File: src/rtl/mpct_pkg.sv
// Package for the mouse packet cursor tracker.
// Holds field widths, status and header bit positions, cursor sizes and register indexes.
// No dependencies.
package mpct_pkg;

  // Field widths.
  localparam int BYTE_W   = 8;
  localparam int POS_W    = 10;
  localparam int DELTA_W  = BYTE_W + 1;
  localparam int SUM_W    = POS_W + 2;
  localparam int CNT_W    = 2;
  localparam int CFG_IDX_W = 1;

  // Stream payload widths, padded to whole bytes.
  localparam int IN_TDATA_W  = 2 * BYTE_W;
  localparam int OUT_FIELD_W = 2 * POS_W;
  localparam int OUT_TDATA_W = ((OUT_FIELD_W + 7) / 8) * 8;

  // Controller status bits and the header sync bit.
  localparam int STAT_READY_BIT = 0;
  localparam int STAT_AUX_BIT   = 5;
  localparam int HDR_SYNC_BIT   = 3;

  // Cursor footprint and reset values.
  localparam logic [POS_W-1:0] CURSOR_W     = POS_W'(8);
  localparam logic [POS_W-1:0] CURSOR_H     = POS_W'(12);
  localparam logic [POS_W-1:0] WIDTH_RST    = POS_W'(320);
  localparam logic [POS_W-1:0] HEIGHT_RST   = POS_W'(200);
  localparam logic [POS_W-1:0] POS_X_RST    = POS_W'(160);
  localparam logic [POS_W-1:0] POS_Y_RST    = POS_W'(100);

  // Packet byte positions.
  localparam logic [CNT_W-1:0] CNT_HEADER = CNT_W'(0);
  localparam logic [CNT_W-1:0] CNT_DX     = CNT_W'(1);

  // Configuration register indexes.
  typedef enum logic [CFG_IDX_W-1:0] {
    REG_SCREEN_WIDTH  = 1'b0,
    REG_SCREEN_HEIGHT = 1'b1
  } cfg_reg_t;

endpackage

File: src/rtl/mpct_axis_step.sv
// One cursor axis: adds a signed delta to the position and clamps it to the screen.
// Depends on mpct_pkg.
module mpct_axis_step
  import mpct_pkg::*;
(
  input  logic [POS_W-1:0]          pos_i,
  input  logic signed [DELTA_W-1:0] delta_i,
  input  logic [POS_W-1:0]          screen_size_i,
  input  logic [POS_W-1:0]          cursor_size_i,
  output logic [POS_W-1:0]          pos_o
);

  logic signed [SUM_W-1:0] sum;
  logic [POS_W-1:0]        limit;

  // Upper limit is the screen size less the cursor, or zero for a tiny screen.
  assign limit = (screen_size_i > cursor_size_i) ? (screen_size_i - cursor_size_i) : '0;

  // Signed sum of position and delta, wide enough never to wrap.
  assign sum = $signed({2'b00, pos_i}) + SUM_W'(delta_i);

  // Clamp to zero below and to the limit above.
  always_comb begin
    if (sum < 0) begin
      pos_o = '0;
    end else if (sum > $signed({2'b00, limit})) begin
      pos_o = limit;
    end else begin
      pos_o = sum[POS_W-1:0];
    end
  end

endmodule

File: src/rtl/mouse_packet_cursor_tracker_core.sv
// Top level of the mouse packet cursor tracker.
// Depends on mpct_pkg and mpct_axis_step.
//
// Use of the block:
// The input stream carries one controller status byte and one data byte per
// transfer (in_tdata: ctrl_status in bits 7:0, data_byte in bits 15:8). Bytes
// whose status lacks data ready or the auxiliary device flag are dropped.
// Accepted bytes build three-byte packets; a packet whose header has the sync
// bit set moves the cursor by the signed X delta and the negated Y delta, and
// the clamped position leaves as one transfer on the output stream
// (out_tdata: cursor_x in bits 9:0, cursor_y in bits 19:10, rest zero).
// The configuration channel writes the screen width (index 0) and height
// (index 1); it is always ready and should be used while the block is idle.
// An input byte passes the single input register, the add-and-clamp logic and
// then the single result register; one input byte can be taken every cycle
// while the receiver keeps up with the results.
// A synchronous low rst_n empties both registers, clears the packet count and
// returns the cursor to 160, 100 on a 320 by 200 screen.
// If the receiver stalls, the result is held and the input register fills,
// after which in_tready drops until the result is taken.
module mouse_packet_cursor_tracker_core
  import mpct_pkg::*;
(
  input  logic                   clk,
  input  logic                   rst_n,
  // Input stream. in_tdata: ctrl_status [7:0], data_byte [15:8].
  input  logic                   in_tvalid,
  output logic                   in_tready,
  input  logic [IN_TDATA_W-1:0]  in_tdata,
  // Result stream. out_tdata: cursor_x [9:0], cursor_y [19:10], zero fill above.
  output logic                   out_tvalid,
  input  logic                   out_tready,
  output logic [OUT_TDATA_W-1:0] out_tdata,
  // Configuration write channel.
  input  logic                   cfg_valid,
  output logic                   cfg_ready,
  input  logic [CFG_IDX_W-1:0]   cfg_index,
  input  logic [POS_W-1:0]       cfg_data
);

  // Input register.
  logic              s1_valid_r;
  logic [BYTE_W-1:0] s1_status_r;
  logic [BYTE_W-1:0] s1_data_r;

  // Packet and cursor state.
  logic [CNT_W-1:0]  byte_count_r, byte_count_nxt;
  logic [BYTE_W-1:0] header_r, header_nxt;
  logic [BYTE_W-1:0] delta_x_r, delta_x_nxt;
  logic [POS_W-1:0]  pos_x_r, pos_x_nxt;
  logic [POS_W-1:0]  pos_y_r, pos_y_nxt;
  logic [POS_W-1:0]  screen_w_r, screen_h_r;

  // Result register.
  logic              out_valid_r, out_valid_nxt;
  logic [POS_W-1:0]  out_x_r, out_y_r;

  logic                      advance;
  logic                      take;
  logic                      emit;
  logic signed [DELTA_W-1:0] dx, dy_neg;
  logic [POS_W-1:0]          new_x, new_y;

  // The input register moves on whenever the result register is free or draining.
  assign advance   = !out_valid_r || out_tready;
  assign in_tready = !s1_valid_r || advance;
  assign cfg_ready = 1'b1;

  always_ff @(posedge clk) begin
    if (!rst_n) begin
      s1_valid_r <= 1'b0;
    end else if (in_tready) begin
      s1_valid_r <= in_tvalid;
    end
  end

  always_ff @(posedge clk) begin
    if (in_tready && in_tvalid) begin
      s1_status_r <= in_tdata[BYTE_W-1:0];
      s1_data_r   <= in_tdata[2*BYTE_W-1:BYTE_W];
    end
  end

  // A byte counts only with data ready and auxiliary device both flagged.
  assign take = s1_valid_r && advance
                && s1_status_r[STAT_READY_BIT] && s1_status_r[STAT_AUX_BIT];

  // Deltas: X as received, Y negated; nine bits hold the negated minimum.
  assign dx     = DELTA_W'($signed(delta_x_r));
  assign dy_neg = -DELTA_W'($signed(s1_data_r));

  mpct_axis_step u_step_x (
    .pos_i         (pos_x_r),
    .delta_i       (dx),
    .screen_size_i (screen_w_r),
    .cursor_size_i (CURSOR_W),
    .pos_o         (new_x)
  );

  mpct_axis_step u_step_y (
    .pos_i         (pos_y_r),
    .delta_i       (dy_neg),
    .screen_size_i (screen_h_r),
    .cursor_size_i (CURSOR_H),
    .pos_o         (new_y)
  );

  // Packet assembly: header, X delta, then Y delta completes the packet.
  always_comb begin
    byte_count_nxt = byte_count_r;
    header_nxt     = header_r;
    delta_x_nxt    = delta_x_r;
    pos_x_nxt      = pos_x_r;
    pos_y_nxt      = pos_y_r;
    emit           = 1'b0;
    if (take) begin
      case (byte_count_r)
        CNT_HEADER: begin
          header_nxt     = s1_data_r;
          byte_count_nxt = CNT_DX;
        end
        CNT_DX: begin
          delta_x_nxt    = s1_data_r;
          byte_count_nxt = CNT_DX + CNT_W'(1);
        end
        default: begin
          byte_count_nxt = CNT_HEADER;
          if (header_r[HDR_SYNC_BIT]) begin
            pos_x_nxt = new_x;
            pos_y_nxt = new_y;
            emit      = 1'b1;
          end
        end
      endcase
    end
  end

  always_ff @(posedge clk) begin
    if (!rst_n) begin
      byte_count_r <= CNT_HEADER;
      header_r     <= '0;
      delta_x_r    <= '0;
      pos_x_r      <= POS_X_RST;
      pos_y_r      <= POS_Y_RST;
    end else begin
      byte_count_r <= byte_count_nxt;
      header_r     <= header_nxt;
      delta_x_r    <= delta_x_nxt;
      pos_x_r      <= pos_x_nxt;
      pos_y_r      <= pos_y_nxt;
    end
  end

  // Screen size registers.
  always_ff @(posedge clk) begin
    if (!rst_n) begin
      screen_w_r <= WIDTH_RST;
      screen_h_r <= HEIGHT_RST;
    end else if (cfg_valid && cfg_ready) begin
      unique case (cfg_reg_t'(cfg_index))
        REG_SCREEN_WIDTH:  screen_w_r <= cfg_data;
        REG_SCREEN_HEIGHT: screen_h_r <= cfg_data;
        default: ;
      endcase
    end
  end

  // Result register: loads on a completed sync packet, clears after its transfer.
  always_comb begin
    out_valid_nxt = out_valid_r;
    if (advance) begin
      out_valid_nxt = emit;
    end
  end

  always_ff @(posedge clk) begin
    if (!rst_n) begin
      out_valid_r <= 1'b0;
    end else begin
      out_valid_r <= out_valid_nxt;
    end
  end

  always_ff @(posedge clk) begin
    if (emit) begin
      out_x_r <= new_x;
      out_y_r <= new_y;
    end
  end

  assign out_tvalid = out_valid_r;
  assign out_tdata  = OUT_TDATA_W'({out_y_r, out_x_r});

endmodule

File: config.mk
export PLATFORM = sky130hd
export DESIGN_NAME = mouse_packet_cursor_tracker_core
export DESIGN_NICKNAME = d
export VERILOG_FILES = /design/src/rtl/mpct_pkg.sv /design/src/rtl/mpct_axis_step.sv /design/src/rtl/mouse_packet_cursor_tracker_core.sv
export SDC_FILE = /design/constraint.sdc
export NUM_CORES = 1
export LEC_CHECK = 0
export BUFFER_PORTS_ARGS = -buffer_cell sky130_fd_sc_hd__buf_4
export CAP_MARGIN = 20
export CORE_MARGIN = 2
export CORE_UTILIZATION = 45
export DETAILED_ROUTE_END_ITERATION = 6
export GPL_ROUTABILITY_DRIVEN = 0
export RECOVER_POWER = 100
export SLEW_MARGIN = 25
export SYNTH_ARGS = -nofsm -noshare
export SYNTH_HDL_FRONTEND = slang
export SYNTH_SLANG_ARGS = --single-unit
File: constraint.sdc
create_clock -name clk -period 5.1 [get_ports clk]
set_input_delay 1.02 -clock clk [delete_from_list [all_inputs] [get_ports clk]]
set_output_delay 1.02 -clock clk [all_outputs]
set_load 0.01 [all_outputs]
==> flow_summary_export.csv <==
group,metric,value,unit
die,num_io_pins,59,
run_status,violations,"design-rule violations, max-capacitance violations, max-slew violations",
finish,layout_common_cells,"83 x nand2_1, 53 x dfxtp_1, 44 x ha_1, 41 x inv_1, 31 x nor2_1",
cts,ctsResizeCount,0,
cts,cts_hold_buffers,0,
synthesis,synth_mux_area_frac,0.03614,
route,first_pass_iters,7,
synthesis,synthCells,607,
timing,fin_setup_tns,0,ps
timing,period_minus_slack,4512,ps
setup_path,worstPathArrival,4710,ps
setup_path,path_common_cell,"a21oi_1",
synthesis,synth-edff-count,30,
route,via_per_inst,5.719,
placement,dp_cells,777,
die,rows,39,
power,ir_drop,0.2230,mV
setup_path,worst_ep_required_time,5300,ps
grt,grt_overflow,0,
synthesis,ys_warn_count,0,
synthesis,synth.ff_latch_count,83,
placement,place_ws,744.8,ps
placement,portBuffers,47,
setup_path,path_cells,"inv_1 > ha_1 > nor2b_1 > o31ai_1 > a21oi_1 > a31oi_1 > xnor2_1 > ha_1 > a211oi_1 > o21ai_0 > o21ai_0 > a21oi_1 > o211ai_1 > clkbuf_1 > nand3_1 > a21oi_1",
cts,clockRootBuffer,"clkbuf_16",
finish,final_common_cell,"nand2_1",
route,ant_nets,0,
synthesis,synthSimpleGateAreaFrac,0.1924,
finish,synthToLayoutAreaGrowth,11.87,%
timing,finalSetupViolCount,0,
timing,max_freq,221.7,MHz
finish,layout.nets,723,
grt,grt_max_degree,43,
setup_path,crit_type,"flip-flop to flip-flop",
flow_run,drv_cap,2,
worst_hold_path,hold_path.class,"flip-flop to flip-flop",
synthesis,synthAdderAreaFrac,0.1100,
die,die_w,113.2,µm
die,fp.coreArea,0.01152,mm²
finish,fin_cells,793,
timing,finalHoldViolations,0,
route,routedWlPerCell,16.27,µm
timing,drv_slew,30,
synthesis,ys_seq_area_frac,0.3656,
run_status,outcome,"finished, violations left",
synthesis,synth_xor_area_frac,0.03917,
synthesis,synthArstFlopShare,0,
route,vias,4535,
timing,clock_skew,4.903,ps
cts,insertion_delay,340,ps
cts,clockBufferDepth,2,
synthesis,synth_top_cell_area_share,0.1977,
synthesis,yosys.area.top_type,"dfxtp_1",
cts,cts_tree,"yes",
setup_path,worst_setup_path_end_kind,"flip-flop",
setup_path,start_kind,"flip-flop",
grt,grt_usage,0.2104,
cts,clk_pin_slew,60,ps
cts,htree_levels,3,
power,leakage,2.420,nW
timing,timing.final.crit_share,0.8846,
route,drc,3,
cts,postCtsSetupRepairBufs,0,
timing,slew_headroom,-0.1515,
synthesis,ys.flop_type,"dfxtp_1",
die,dieArea,0.01282,mm²
setup_path,crit_slowest_cell,"o211ai_1",
route,drt_iter0_markers,315,
die,initial_utilization,0.4660,
timing,setup_ws,588.4,ps
synthesis,synth_area_leaders,"dfxtp_1 20%, edfxtp_1 17%, ha_1 10%, nand2_1 5.8%, mux2i_1 3.0%",
finish,diodes,0,
timing,tightest_slew,1727,ps
grt,grt_pass1_wl,21.29,mm
setup_path,critPathMaxFanout,9,
setup_path,r2r_slack,590,ps
power,powerDensity,281.7,mW/mm²
setup_path,max_stage_delay,620,ps
grt,antenna_found_initial,0,
placement,dp_hpwl,9.556,mm
timing,rsz0062_at_grt,"no",
cts,cts.sinks,83,
synthesis,synth_top_family_by_area,"compound AO/OA/AOI/OAI gates",
grt,grt_pass1_vias,4274,
synthesis,synth_compound_area_frac,0.2010,
route,wirelength,12.91,mm
cts,cts_buffers,9,
synthesis,ys_types,65,
synthesis,synth_area,0.005366,mm²
die,fp.dieH,113.2,µm
synthesis,avgSynthCellArea,8.841,µm²
finish,layout-drive-gt1-share,0.07846,
through the flow:
stage	hold slack [ps]	power (mW)	utilization	instance area (µm²)
floorplan	429.1	0.9680	-	5378
global placement	439.6	1.043	0.5051	5817
detailed placement	450.5	1.049	0.5051	5817
CTS	465.1	1.710	0.5307	6112
global route	488.8	1.778	0.5213	6003
finish	465.2	1.691	0.5213	6003
report_power, final:
group / leakage, nW / internal, mW / switching, mW
clock network: 0.137 / 0.389 / 0.264
registers: 0.708 / 0.709 / 0.0162
logic: 1.57 / 0.122 / 0.190
total: 2.42 / 1.22 / 0.470
metal layers:
metal  track usage  vias up  part of all wire
li1              -     2245                 -
met1        0.2877     2137              0.48
met2        0.3325      137              0.45
met3       0.04713       16             0.059
met4       0.06667        0             0.015
met5             0        -                 0
kinds of logic (layout without fill, tap and decap cells):
| kind of cell | count (synthesis) | count (layout) |
|---|---|---|
| simple gates | 214 | 214 |
| other cells | 2 | 5 |
| fa+ha+maj | 46 | 46 |
| mux | 19 | 19 |
| xor+xnor | 24 | 24 |
| flops | 83 | 83 |
| compound gates | 149 | 149 |
| buf+inv | 70 | 110 |
flip-flops by register name (all words and copies together) (netlist names), 8 cells and up:
| name | flops |
|---|---|
| pos_x_r | 10 |
| delta_x_r | 8 |
| s1_data_r | 8 |
| screen_h_r | 10 |
| screen_w_r | 10 |
| out_y_r | 10 |
| pos_y_r | 10 |
| out_x_r | 10 |
synth_stat cells, drive strengths merged, types with 8 or more instances:
| master | count |
|---|---|
| nand2 | 83 |
| dfxtp | 53 |
| ha | 44 |
| inv | 41 |
| nor2 | 31 |
| o21ai | 31 |
| edfxtp | 30 |
| a21oi | 28 |
| nand3 | 27 |
| nor2b | 25 |
| clkbuf | 21 |
| xnor2 | 17 |
| a21boi | 16 |
| mux2i | 16 |
| nand4 | 12 |
| o211ai | 9 |
| a211oi | 8 |
| buf | 8 |
| nand2b | 8 |
| o21a | 8 |
final timing paths:
kind / startpoint / to / depth (start not counted)
min: pos_x_r[8] / pos_x_r[8] / 2
min reg2reg: pos_x_r[8] / pos_x_r[8] / 2
max: s1_data_r[1] / out_y_r[5] / 16
max reg2reg: s1_data_r[1] / out_y_r[5] / 16
worst max-delay path: cells and delay by family, from the launching register on:
kind / cells / cell delay [ps]
compound gates: 9 / 2350
fa+ha+maj: 2 / 550
buf+inv: 2 / 530
flops: 1 / 430
simple gates: 2 / 280
xor+xnor: 1 / 210
final cells by class:
type / instances / area (µm²)
Sequential cell: 83 / 1962
Fill cell: 1110 / 5513
Multi-Input combinational cell: 457 / 3113
Timing Repair Buffer: 53 / 300.3
Tap cell: 143 / 178.9
Clock buffer: 11 / 242.7
Clock inverter: 5 / 52.55
Inverter: 41 / 153.9
No activity file was read; power rests on OpenSTA's default activity.
